$ cat config.mk
export PLATFORM = sky130hd
export DESIGN_NAME = greedy_row_to_pe_assigner_core
export DESIGN_NICKNAME = d
export VERILOG_FILES = /design/src/grpa_pkg.sv /design/src/grpa_ram.sv /design/src/grpa_ctrl.sv /design/src/grpa_dp.sv /design/src/greedy_row_to_pe_assigner_core.sv
export SDC_FILE = /design/constraint.sdc
export NUM_CORES = 1
export LEC_CHECK = 0
export BUFFER_PORTS_ARGS = -buffer_cell sky130_fd_sc_hd__buf_4
export CORE_MARGIN = 10
export CORE_UTILIZATION = 48
export CTS_CLUSTER_DIAMETER = 200
export DETAILED_ROUTE_END_ITERATION = 8
export MAX_ROUTING_LAYER = met4
export PLACE_DENSITY_LB_ADDON = 0.25
export SLEW_MARGIN = 10
export SYNTH_ARGS = -nofsm -noshare
export SYNTH_HDL_FRONTEND = slang
export SYNTH_HIERARCHICAL = 1
export SYNTH_SLANG_ARGS = --single-unit
$ cat constraint.sdc
create_clock -name clk -period 6.6 [get_ports clk]
set_input_delay 0.99 -clock clk [delete_from_list [all_inputs] [get_ports clk]]
set_output_delay 0.99 -clock clk [all_outputs]
set_load 0.005 [all_outputs]
$ cat src/grpa_pkg.sv
`default_nettype none

package grpa_pkg;

  localparam int ROW_W = 24;
  localparam int NNZ_W = 10;
  localparam int COST_W = 12;
  localparam int LOAD_W = 24;
  localparam int WORDS_W = 26;
  localparam int PE_OUT_W = 3;
  localparam int CFG_IDX_W = 3;
  localparam int CFG_DATA_W = 24;
  localparam int BASE_W = 9;

  localparam logic [LOAD_W-1:0] LOAD_MAX = {LOAD_W{1'b1}};
  localparam logic [WORDS_W-1:0] WORDS_MAX = {WORDS_W{1'b1}};
  localparam logic [BASE_W-1:0] JOB_BASE_RESET = 9'd11;

  localparam logic [CFG_IDX_W-1:0] REG_CAPACITY_WORDS = 3'd0;
  localparam logic [CFG_IDX_W-1:0] REG_UNLIMITED = 3'd1;
  localparam logic [CFG_IDX_W-1:0] REG_NUM_COLORS = 3'd2;
  localparam logic [CFG_IDX_W-1:0] REG_TOTAL_NONZEROS = 3'd3;
  localparam logic [CFG_IDX_W-1:0] REG_ACTIVE_PES = 3'd4;

  typedef struct packed {
    logic              new_job;
    logic              new_color;
    logic [ROW_W-1:0]  row_id;
    logic [NNZ_W-1:0]  row_nnz;
  } in_item_t;

  typedef struct packed {
    logic [ROW_W-1:0]    placed_row;
    logic [PE_OUT_W-1:0] assigned_pe;
    logic                failed;
  } out_item_t;

  typedef struct packed {
    logic accept;
    logic issue;
    logic commit;
  } grpa_cmd_t;

  typedef struct packed {
    logic issue_last;
    logic out_free;
  } grpa_sts_t;

endpackage

`default_nettype wire

$ cat src/grpa_ram.sv
`default_nettype none

module grpa_ram #(
  parameter int WIDTH = 24,
  parameter int DEPTH = 8,
  parameter int AW = (DEPTH > 1) ? $clog2(DEPTH) : 1
) (
  input  wire logic             clk,
  input  wire logic             we,
  input  wire logic [AW-1:0]    waddr,
  input  wire logic [WIDTH-1:0] wdata,
  input  wire logic [AW-1:0]    raddr,
  output logic      [WIDTH-1:0] rdata
);

  logic [WIDTH-1:0] mem [DEPTH];

  always_ff @(posedge clk) begin
    if (we) begin
      mem[waddr] <= wdata;
    end
    rdata <= mem[raddr];
  end

endmodule

`default_nettype wire

$ cat src/grpa_ctrl.sv
`default_nettype none

module grpa_ctrl (
  input  wire logic                clk,
  input  wire logic                rst_n,
  input  wire logic                in_valid,
  output logic                     in_stall,
  input  wire grpa_pkg::grpa_sts_t sts,
  output grpa_pkg::grpa_cmd_t      cmd
);

  import grpa_pkg::*;

  localparam logic [1:0] S_IDLE   = 2'd0;
  localparam logic [1:0] S_SCAN   = 2'd1;
  localparam logic [1:0] S_DRAIN  = 2'd2;
  localparam logic [1:0] S_COMMIT = 2'd3;

  logic [1:0] state_r;
  logic [1:0] state_nxt;

  always_comb begin
    state_nxt = state_r;
    cmd = '0;
    unique case (state_r)
      S_IDLE: begin
        cmd.accept = in_valid;
        if (in_valid) begin
          state_nxt = S_SCAN;
        end
      end
      S_SCAN: begin
        cmd.issue = 1'b1;
        if (sts.issue_last) begin
          state_nxt = S_DRAIN;
        end
      end
      S_DRAIN: begin
        state_nxt = S_COMMIT;
      end
      S_COMMIT: begin
        cmd.commit = sts.out_free;
        if (sts.out_free) begin
          state_nxt = S_IDLE;
        end
      end
      default: begin
        state_nxt = S_IDLE;
      end
    endcase
  end

  assign in_stall = (state_r != S_IDLE);

  always_ff @(posedge clk) begin
    if (!rst_n) begin
      state_r <= S_IDLE;
    end else begin
      state_r <= state_nxt;
    end
  end

endmodule

`default_nettype wire

$ cat src/grpa_dp.sv
`default_nettype none

module grpa_dp #(
  parameter int NUM_PE = 8
) (
  input  wire logic                                clk,
  input  wire logic                                rst_n,
  input  wire grpa_pkg::grpa_cmd_t                 cmd,
  output grpa_pkg::grpa_sts_t                      sts,
  input  wire grpa_pkg::in_item_t                  in_item,
  output logic                                     out_valid,
  input  wire logic                                out_stall,
  output grpa_pkg::out_item_t                      out_item,
  input  wire logic                                cfg_we,
  input  wire logic [grpa_pkg::CFG_IDX_W-1:0]      cfg_idx,
  input  wire logic [grpa_pkg::CFG_DATA_W-1:0]     cfg_wdata
);

  import grpa_pkg::*;

  localparam int IW = (NUM_PE > 1) ? $clog2(NUM_PE) : 1;
  localparam int PW = IW + PE_OUT_W;

  // configuration
  logic [23:0]       cap_r;
  logic              unlim_r;
  logic [7:0]        colors_r;
  logic [LOAD_W-1:0] total_r;
  logic [3:0]        active_r;

  always_ff @(posedge clk) begin
    if (!rst_n) begin
      cap_r    <= 24'hFFFFFF;
      unlim_r  <= 1'b1;
      colors_r <= 8'd8;
      total_r  <= 24'hFFFFFF;
      active_r <= 4'd8;
    end else if (cfg_we) begin
      unique case (cfg_idx)
        REG_CAPACITY_WORDS: cap_r    <= cfg_wdata;
        REG_UNLIMITED:      unlim_r  <= cfg_wdata[0];
        REG_NUM_COLORS:     colors_r <= cfg_wdata[7:0];
        REG_TOTAL_NONZEROS: total_r  <= cfg_wdata;
        REG_ACTIVE_PES:     active_r <= cfg_wdata[3:0];
        default: begin
        end
      endcase
    end
  end

  // last scanned element index
  logic [IW-1:0] last_idx;
  always_comb begin
    int act;
    act = int'(active_r);
    if (act == 0) begin
      act = 1;
    end
    if (act > NUM_PE) begin
      act = NUM_PE;
    end
    last_idx = IW'(act - 1);
  end

  // item registers
  logic [ROW_W-1:0]  row_r;
  logic [NNZ_W-1:0]  nnz_r;
  logic [COST_W-1:0] cost_r;

  always_ff @(posedge clk) begin
    if (cmd.accept) begin
      row_r  <= in_item.row_id;
      nnz_r  <= in_item.row_nnz;
      cost_r <= {1'b0, in_item.row_nnz, 1'b0} + COST_W'(3);
    end
  end

  // per-element stores with valid bits
  logic [NUM_PE-1:0] load_vld_r;
  logic [NUM_PE-1:0] words_vld_r;
  logic [BASE_W-1:0] job_base_r;
  logic [IW-1:0]     cnt_r;
  logic              eval_valid_r;
  logic [IW-1:0]     eval_idx_r;
  logic [LOAD_W-1:0]  load_q;
  logic [WORDS_W-1:0] words_q;

  logic [LOAD_W-1:0]  min_load_r;
  logic [IW-1:0]      pick_r;
  logic [LOAD_W-1:0]  pick_load_r;
  logic [WORDS_W-1:0] pick_words_r;
  logic               found_r;
  logic               fail_r;

  logic [LOAD_W-1:0]  new_load;
  logic [WORDS_W-1:0] new_words;
  logic               wr_en;

  always_comb begin
    logic [LOAD_W:0]  lsum;
    logic [WORDS_W:0] wsum;
    lsum = {1'b0, pick_load_r} + (LOAD_W+1)'(nnz_r);
    wsum = {1'b0, pick_words_r} + (WORDS_W+1)'(cost_r);
    new_load = lsum[LOAD_W] ? LOAD_MAX : lsum[LOAD_W-1:0];
    new_words = wsum[WORDS_W] ? WORDS_MAX : wsum[WORDS_W-1:0];
  end

  assign wr_en = cmd.commit && found_r;

  grpa_ram #(.WIDTH(LOAD_W), .DEPTH(NUM_PE)) u_load_ram (
    .clk   (clk),
    .we    (wr_en),
    .waddr (pick_r),
    .wdata (new_load),
    .raddr (cnt_r),
    .rdata (load_q)
  );

  grpa_ram #(.WIDTH(WORDS_W), .DEPTH(NUM_PE)) u_words_ram (
    .clk   (clk),
    .we    (wr_en),
    .waddr (pick_r),
    .wdata (new_words),
    .raddr (cnt_r),
    .rdata (words_q)
  );

  always_ff @(posedge clk) begin
    if (!rst_n) begin
      load_vld_r  <= '0;
      words_vld_r <= '0;
      job_base_r  <= JOB_BASE_RESET;
      fail_r      <= 1'b0;
    end else begin
      if (cmd.accept && in_item.new_color) begin
        load_vld_r <= '0;
      end else if (wr_en) begin
        load_vld_r[pick_r] <= 1'b1;
      end
      if (cmd.accept && in_item.new_job) begin
        words_vld_r <= '0;
        job_base_r  <= BASE_W'(colors_r) + BASE_W'(3);
        fail_r      <= 1'b0;
      end else if (wr_en) begin
        words_vld_r[pick_r] <= 1'b1;
      end else if (cmd.commit) begin
        fail_r <= 1'b1;
      end
    end
  end

  // scan
  logic [LOAD_W-1:0]  cur_load;
  logic [WORDS_W-1:0] cur_words;
  logic               qual;
  logic               first;
  logic               better;

  always_comb begin
    logic [WORDS_W:0] need;
    cur_load  = load_vld_r[eval_idx_r] ? load_q : '0;
    cur_words = words_vld_r[eval_idx_r] ? words_q : WORDS_W'(job_base_r);
    need  = {1'b0, cur_words} + (WORDS_W+1)'(cost_r);
    qual  = unlim_r || (need <= (WORDS_W+1)'(cap_r));
    first = (eval_idx_r == '0);
    better = qual && ((cur_load < min_load_r) ||
             ((cur_load == min_load_r) && !first && (cur_words < pick_words_r)));
  end

  always_ff @(posedge clk) begin
    if (!rst_n) begin
      eval_valid_r <= 1'b0;
    end else begin
      eval_valid_r <= cmd.issue;
    end
  end

  always_ff @(posedge clk) begin
    if (cmd.accept) begin
      cnt_r      <= '0;
      min_load_r <= total_r;
      pick_r     <= '0;
      found_r    <= 1'b0;
    end else begin
      if (cmd.issue) begin
        cnt_r      <= cnt_r + IW'(1);
        eval_idx_r <= cnt_r;
      end
      if (eval_valid_r) begin
        if (first || better) begin
          pick_load_r  <= cur_load;
          pick_words_r <= cur_words;
        end
        if (qual) begin
          found_r <= 1'b1;
        end
        if (better) begin
          min_load_r <= cur_load;
          pick_r     <= eval_idx_r;
        end
      end
    end
  end

  // result register
  logic      out_valid_r;
  out_item_t out_item_r;
  logic [PW-1:0] pick_wide;

  assign pick_wide = found_r ? PW'(pick_r) : '0;

  always_ff @(posedge clk) begin
    if (!rst_n) begin
      out_valid_r <= 1'b0;
    end else if (cmd.commit) begin
      out_valid_r <= 1'b1;
    end else if (!out_stall) begin
      out_valid_r <= 1'b0;
    end
  end

  always_ff @(posedge clk) begin
    if (cmd.commit) begin
      out_item_r.placed_row  <= row_r;
      out_item_r.assigned_pe <= pick_wide[PE_OUT_W-1:0];
      out_item_r.failed      <= fail_r || !found_r;
    end
  end

  assign out_valid = out_valid_r;
  assign out_item  = out_item_r;
  assign sts.issue_last = (cnt_r == last_idx);
  assign sts.out_free   = !out_valid_r || !out_stall;

  a_commit_no_overwrite: assert property (@(posedge clk) disable iff (!rst_n)
    cmd.commit |-> !(out_valid_r && out_stall))
    else $error("result register overwritten while stalled");

  a_eval_in_range: assert property (@(posedge clk) disable iff (!rst_n)
    eval_valid_r |-> (eval_idx_r <= last_idx))
    else $error("scan beyond active elements");

  a_pick_in_range: assert property (@(posedge clk) disable iff (!rst_n)
    wr_en |-> (pick_r <= last_idx))
    else $error("update of inactive element");

  a_job_clears_fail: assert property (@(posedge clk) disable iff (!rst_n)
    (cmd.accept && in_item.new_job) |=> !fail_r)
    else $error("fail flag not cleared by new job");

endmodule

`default_nettype wire

$ cat src/greedy_row_to_pe_assigner_core.sv
`default_nettype none

// channel   direction  handshake                 payload
// in_       input      in_valid / in_stall       grpa_pkg::in_item_t
// out_      output     out_valid / out_stall     grpa_pkg::out_item_t
// cfg_      input      cfg_we                    cfg_idx, cfg_wdata
//
// each row is processed by the one-element-per-cycle scan over the first
// active_pes elements of the load and word memories
// the next row is taken while the previous result waits in the output register
// a stalled output holds the scan result until the output register frees up
// rst_n is synchronous; counters restart empty, word counts at three plus eight

module greedy_row_to_pe_assigner_core #(
  parameter int NUM_PE = 8
) (
  input  wire logic                             clk,
  input  wire logic                             rst_n,
  input  wire logic                             in_valid,
  output logic                                  in_stall,
  input  wire grpa_pkg::in_item_t               in_item,
  output logic                                  out_valid,
  input  wire logic                             out_stall,
  output grpa_pkg::out_item_t                   out_item,
  input  wire logic                             cfg_we,
  input  wire logic [grpa_pkg::CFG_IDX_W-1:0]   cfg_idx,
  input  wire logic [grpa_pkg::CFG_DATA_W-1:0]  cfg_wdata
);

  import grpa_pkg::*;

  grpa_cmd_t cmd;
  grpa_sts_t sts;

  grpa_ctrl u_ctrl (
    .clk      (clk),
    .rst_n    (rst_n),
    .in_valid (in_valid),
    .in_stall (in_stall),
    .sts      (sts),
    .cmd      (cmd)
  );

  grpa_dp #(.NUM_PE(NUM_PE)) u_dp (
    .clk       (clk),
    .rst_n     (rst_n),
    .cmd       (cmd),
    .sts       (sts),
    .in_item   (in_item),
    .out_valid (out_valid),
    .out_stall (out_stall),
    .out_item  (out_item),
    .cfg_we    (cfg_we),
    .cfg_idx   (cfg_idx),
    .cfg_wdata (cfg_wdata)
  );

endmodule

`default_nettype wire
# ---- Yosys cells after proc, flatten, opt, wreduce, memory -nomap -nowiden
# Memories as Yosys holds them, arrays and structs flattened. A register that Yosys moved wholly into a read port is not among the register bits.
# Cells that the tools add are included.
dict set report word_totals {
  regBits 249
  latch_bits 0
  mem_bits_rw 400
  rom_bits 0
  inputBits 68
  elab_cells 122
  memories 2
}
dict set report classes {
  add_sub_neg 7
  mul 0
  div_mod_pow 0
  order_cmp 7
  n_eq_ne 13
  n_shift 0
  mux 26
  n_bitwise 5
  reduce_logical 37
}
# memory words width rd rd_clocked_by_memory_dff wr line
set memory_table {}
lappend memory_table {u_dp.u_words_ram.mem 8 26 1 1 1 grpa_ram.sv:16} ;# logic [WIDTH-1:0] mem [DEPTH];
lappend memory_table {u_dp.u_load_ram.mem 8 24 1 1 1 grpa_ram.sv:16}
# cell n
set ops {}
lappend ops {{two-way mux 24 bit} 5}
lappend ops {{adder 26 x 12 -> 27 bit} 2}
lappend ops {{two-way mux 26 bit} 2}
lappend ops {{<= comparator 27 x 24 -> 1 bit} 1}
lappend ops {{< comparator 26 bit} 1}
lappend ops {{adder 24 x 10 -> 25 bit} 1}
lappend ops {{equality test 24 bit} 1}
lappend ops {{< comparator 24 bit} 1}
lappend ops {{AND reduction 2 bit} 10}
lappend ops {{bitwise OR 8 bit} 2}
lappend ops {{adder 11 x 2 -> 12 bit (second input constant)} 1}
lappend ops {{two-way mux 1 bit} 10}
lappend ops {{adder 8 x 2 -> 9 bit (second input constant)} 1}
lappend ops {{< comparator 3 x 4 -> 1 bit (second input constant)} 2}
lappend ops {{one-hot mux 2 bit (4 select lines)} 1}
lappend ops {{logical AND 1 bit} 7}
lappend ops {{binary-select mux 1 bit (select 3 bit)} 2}
lappend ops {{equality test 3 x 2 -> 1 bit (second input constant)} 2}
lappend ops {{zero test 3 bit} 2}
lappend ops {{two-way mux 2 bit} 3}
lappend ops {{AND reduction 3 bit} 2}
lappend ops {{nonzero test 2 bit} 3}
lappend ops {{logical OR 1 bit} 5}
lappend ops {{equality test 2 bit (second input constant)} 2}
lappend ops {{18 further kinds} 26}

# ---- Longest topological paths before layout
dict set report logic_depth {
  ltp_word 11
  ltp_mapped 28
}

# ---- Modules after synthesis
# Netlist, hierarchy kept.
# mod instances cells_each area_per_inst_um2 seq_area_each_um2
set modules_own_cells {}
lappend modules_own_cells {grpa_dp 1 1292 13310.3 6426.2}
lappend modules_own_cells {{grpa_ram at u_dp.u_words_ram} 1 340 8563.2 6766.5}
lappend modules_own_cells {{grpa_ram at u_dp.u_load_ram} 1 314 7797.5 6246.0}
lappend modules_own_cells {grpa_ctrl 1 22 182.7 40.0}

# ---- Worst setup path after synthesis
# OpenSTA, ideal clock, no wires.
dict set report synth_path {
  path_type {reg-to-reg}
  from {reg u_dp.eval_idx_r[1]}
  to {reg u_dp.pick_load_r[0] (enable)}
  setup_ps 390
  arrival_time_ps 6034
  required_time_ps 6210
  path_slack_ps 177
  stages_incl_launch_ff 27
  period_less_slack_ps 6423
  cell_sequence {edfxtp_1 > buf_6 > mux2i_1 > a22oi_4 > and2_4 > buf_6 > clkbuf_1 > mux2_2 > ha_1 > and4_1 > and4_1 > nor3_2 > o21ai_0 > a21o_1 > a21oi_1 > xnor2_1 > ha_1 > a2111oi_0 > o21ai_0 > a21oi_1 > a21oi_1 > a2111oi_0 > o21ai_0 > o2bb2ai_1 > and4bb_1 > buf_6 > o21ba_2}
}
# item line
set synth_lines {}
lappend synth_lines {{start: declaration} grpa_dp.sv:84} ;# logic [IW-1:0] eval_idx_r;
lappend synth_lines {{start signal: assignment} grpa_dp.sv:187} ;# eval_idx_r <= cnt_r;
lappend synth_lines {{binary-select mux 1 bit (select 3 bit) *} grpa_dp.sv:162} ;# cur_words = words_vld_r[eval_idx_r] ? words_q : WORDS_W'(job_base_r);
lappend synth_lines {{two-way mux 1 bit (not written as such) *} grpa_dp.sv:162}
lappend synth_lines {{two-way mux 26 bit *} grpa_dp.sv:162}
lappend synth_lines {{named net u_dp.cur_words[4]} grpa_dp.sv:154} ;# logic [WORDS_W-1:0] cur_words;
lappend synth_lines {{adder 26 x 12 -> 27 bit / < comparator 26 bit (equally long branches)} {grpa_dp.sv:163, grpa_dp.sv:167}}
lappend synth_lines {{<= comparator 27 x 24 -> 1 bit / logical AND 1 bit (equally long branches)} {grpa_dp.sv:164, grpa_dp.sv:167}}
lappend synth_lines {{logical OR 1 bit, on equally long branches} {grpa_dp.sv:164, grpa_dp.sv:166}}
lappend synth_lines {{logical AND 1 bit *} grpa_dp.sv:166} ;# better = qual && ((cur_load < min_load_r) ||
lappend synth_lines {{logical OR 1 bit *} grpa_dp.sv:190} ;# if (first || better) begin
lappend synth_lines {{AND reduction 3 bit (no source line) *} --}
lappend synth_lines {{end signal: assignment} grpa_dp.sv:191} ;# pick_load_r <= cur_load;
lappend synth_lines {{end: declaration} grpa_dp.sv:90} ;# logic [LOAD_W-1:0] pick_load_r;
# The timed path passes the listed nets; every way through them passes the cells marked *. The select of a mux whose other input is x is not followed.
# A chain may end at the register's enable or synchronous reset.

# ---- Final worst setup path
dict set report layout_path {
  from {reg u_dp.eval_idx_r[1]}
  to {reg u_dp.pick_load_r[19] (enable)}
}
# Same word-level chain as after synthesis.

==> reports/qor.yml <==
floorplanning:
  initial_utilization_pct: 48.5
  core_sq_um: 61600
  die_h_um: 269
  die_area_sq_um: 72600
  rows: 91
  ios: 98
  chipWidth_um: 269
synth:
  synth.distinct_cells: 69
  synth_area_leaders: "edfxtp_1 (55%), dfxtp_1 (9.9%), ha_1 (4.8%)"
  synth_fp_nets: 2154
  ys_seq_elements: 698
  synth-edff-count: 550
  yosys_warnings: 6
  avgSynthCellArea_sq_um: 15.2
  yosysMostFrequentCell: "edfxtp_1"
  synthFlopType: "edfxtp_1"
  synth_top_cells_by_count: "edfxtp_1 (550), nand2_1 (174), dfxtp_1 (148)"
  synthCells: 1968
  yosys.area.top_type: "edfxtp_1"
  synth_area_sq_um: 29900
  seq_area_frac_synth_pct: 65.2
  async_reset_ff_share_pct: 0
  synth_top_cell_area_share_pct: 55.3
worst_hold_path:
  holdCritPathClass: "reg -> reg"
global_routing:
  grt_pass1_wl_mm: 103
  grt_antenna_before_repair: 10
  grt.overflow.total: 0
  grt_pass1_vias: 17257
  track_usage_pct: 19.0
  grt_max_degree: 79
place:
  dp_hpwl_mm: 45.2
  port_buffers: 97
  gp_congestion: 0.941
clocking:
  clock_latency_ns: 0.62
  cts_tree: "done"
  postCtsHoldBufs: 0
  clk_path_buf_depth: 3
  clk_pin_slew_ns: 0.06
  cts.sinks: 698
  cts_root_buf: "clkbuf_16"
  htreeDepth: 3
  cts_made_buffers: 72
pwr:
  swShare_pct: 28.2
  p_clk_share_pct: 31.8
  power_mw: 12.5
  irDropWorstVdd_uv: 175
  internal-power_mw: 9.00
  switching_power_mw: 3.53
  power_density_nw_per_um2: 368
  power.share.combinational_pct: 22.2
  leakage_nw: 12.5
  seq_power_share_pct: 46.0
worst_setup_path:
  start_kind: "flip-flop"
  crit_cells: 24
  reg2reg_from: "u_dp/eval_idx_r[1]"
  worstPathRequired_ns: 6.89
  cp_slowest_cell: "edfxtp_1"
  crit_end: "u_dp/pick_load_r[19]"
  arrival_ns: 6.38
  crit_path_start: "u_dp/eval_idx_r[1]"
  r2r-end: "u_dp/pick_load_r[19]"
  r2r_slack_ns: 0.51
  path_class: "reg -> reg"
  crit_family: "compound AO/OA/AOI/OAI gates"
  path_max_fanout: 42
  ff2ff_path_depth: 24
  path_cells: "buf_4 > mux2i_1 > a22oi_4 > and2_4 > mux2_2 > ha_1 > and4_1 > and4_1 > nor3_2 > o21ai_0 > a21o_1 > a21oi_1 > xnor2_1 > ha_1 > a2111oi_0 > o21ai_0 > a21oi_1 > a21oi_1 > a2111oi_0 > o21ai_0 > o2bb2ai_1 > and4bb_1 > o21ba_2 > buf_12"
  slowest_delay_ns: 0.40
  endpoint_kind: "flip-flop"
  crit_buf_inv: 2
timing:
  fin_crit_sh_pct: 92.3
  setup_viol: 0
  fmax_mhz: 164
  hold_viol: 0
  max-slew-margin-rel_pct: 26.0
  min_period_ns: 6.09
  fin_hold_ws_ns: 0.417
  tightest_slew_ns: 1.11
  skew_ns: 0.0257
  slew_viol_final: 0
route:
  wire_per_inst_um: 22.6
  drtAntennaViolNets: 0
  drt_iter0_drc: 1386
  drc: 0
  firstDrtPassIters: 5
  post_drt_via_cell_ratio: 5.66
  routed_wl_mm: 68.1
  routed-via-count: 17042
layout:
  drive_above_1_share_pct: 19.1
  areaGrowthSynthToFinish_pct: 13.9
  seq_area_sq_um: 19500
  fillers: 4890
  multiInputGateArea_sq_um: 9690
  nNetsFinal: 2296
run:
  cap_violations: 0
run_status:
  outcome: "finished clean"
## registers in the layout, indices dropped and copies added, names as in the netlist, 2 cells and up
signal	count
u_dp/total_r	24
u_dp/min_load_r	24
u_dp/load_vld_r	8
u_dp/job_base_r	9
u_dp/pick_r	3
u_dp/row_r	24
u_dp/u_load_ram/rdata	24
u_dp/pick_words_r	26
u_dp/cost_r	11
u_dp/u_words_ram/rdata	26
u_dp/out_item	28
u_dp/words_vld_r	8
u_dp/u_words_ram/mem	208
u_dp/eval_idx_r	3
u_dp/colors_r	8
u_dp/nnz_r	10
u_dp/cnt_r	3
u_dp/cap_r	24
u_dp/u_load_ram/mem	192
u_dp/pick_load_r	24
u_ctrl/state_r	2
u_dp/active_r	4
## per-layer routing
layer	vias to the layer above	share of wire (%)	wire, um	global-route usage, %
met1	8574	44	29900	25.2
met5	-	0	0	-
met4	0	3.0	2070	7.33
li1	7786	-	-	-
met2	559	45	30700	28.4
met3	123	7.9	5420	4.46
## cells by family after synthesis
kind of cell    Yosys count  synth area share (%)
compound gates          235                  5.35
xor+xnor                 60                  1.76
fa+ha+maj               118                  5.02
buf+inv                 168                  2.50
flops                   698                  65.2
mux                     203                  12.2
simple gates            486                  7.93
## what timing repair did
| action | 4_1_cts | 5_1_grt |
|---|---|---|
| setup buffers | 0 | 6 |
| setup endpoints to repair | 0 | 74 |
| gates resized for setup | 0 | 1 |
## worst reg2reg max path, delay by kind of cell (launching register included)
family | cells | cell delay, ns
AOI/OAI and AO/OA | 12 | 2.44
xor gates and xnor gates | 1 | 0.10
adders and majority gates | 2 | 0.54
buffers and inverters | 2 | 0.42
DFF | 1 | 0.40
muxes | 2 | 0.54
and+or+nand+nor | 5 | 1.30
## per-stage QoR
step | util, % | instances | cell area [sq um] | worst slack, ns | setup TNS (ns)
after global routing | 55.2 | 3012 | 34000 | -0.0246 | -0.673
after CTS | 55.1 | 3000 | 33900 | 0.305 | 0
after floorplan | - | 1968 | 29900 | 0.177 | 0
after detailed placement | 51.3 | 2867 | 31600 | 0.330 | 0
final | 55.2 | 3013 | 34000 | 0.510 | 0
after global placement | 51.3 | 2867 | 31600 | 0.410 | 0
## cell usage in the layout, fill, tap and decap left out, drive strengths merged, types with 40 or more instances in the layout
master / netlist / layout
a21oi: 52 / 52
mux2: 86 / 86
o21ai: 47 / 47
nand2: 174 / 174
ha: 115 / 115
edfxtp: 550 / 550
clkbuf: 43 / 106
and2: 42 / 42
xnor2: 40 / 40
buf: 24 / 135
nor2: 72 / 72
dfxtp: 148 / 148
inv: 101 / 103
nand3: 61 / 61
mux4: 102 / 102
## how the worst min path moves through the flow
stage	start	endpoint	slack (ns)	depth (start not counted)
finish	u_dp/row_r[7]	u_dp/out_item[11]	0.42	0
floorplan	u_dp/row_r[6]	u_dp/out_item[10]	0.40	0
global placement	u_dp/row_r[4]	u_dp/out_item[8]	0.40	0
detailed placement	u_dp/row_r[22]	u_dp/out_item[26]	0.40	0
global route	u_dp/row_r[13]	u_dp/out_item[17]	0.42	0
CTS	u_dp/row_r[23]	u_dp/out_item[27]	0.42	0
## power groups by stage
stage	sequential [mW]	clock, mW	combinational (mW)
2_1_floorplan	5.68	0	2.10
3_3_place_gp	5.85	0	2.68
3_5_place_dp	5.86	0	2.76
4_1_cts	5.77	4.07	2.78
5_1_grt	5.80	4.25	3.07
6_report	5.77	3.98	2.78
## cell type report
| type | count | share of cell area (%) |
|---|---|---|
| diodes | 7 | 0.0515 |
| clock inverters | 27 | 0.846 |
| well taps | 837 | 3.08 |
| flip-flops and latches | 698 | 57.3 |
| repair buffers | 135 | 3.05 |
| clock buffers | 106 | 6.03 |
| multi-input cells | 1102 | 28.5 |
| inverters | 101 | 1.12 |
No activity file was read; power rests on OpenSTA's default activity.
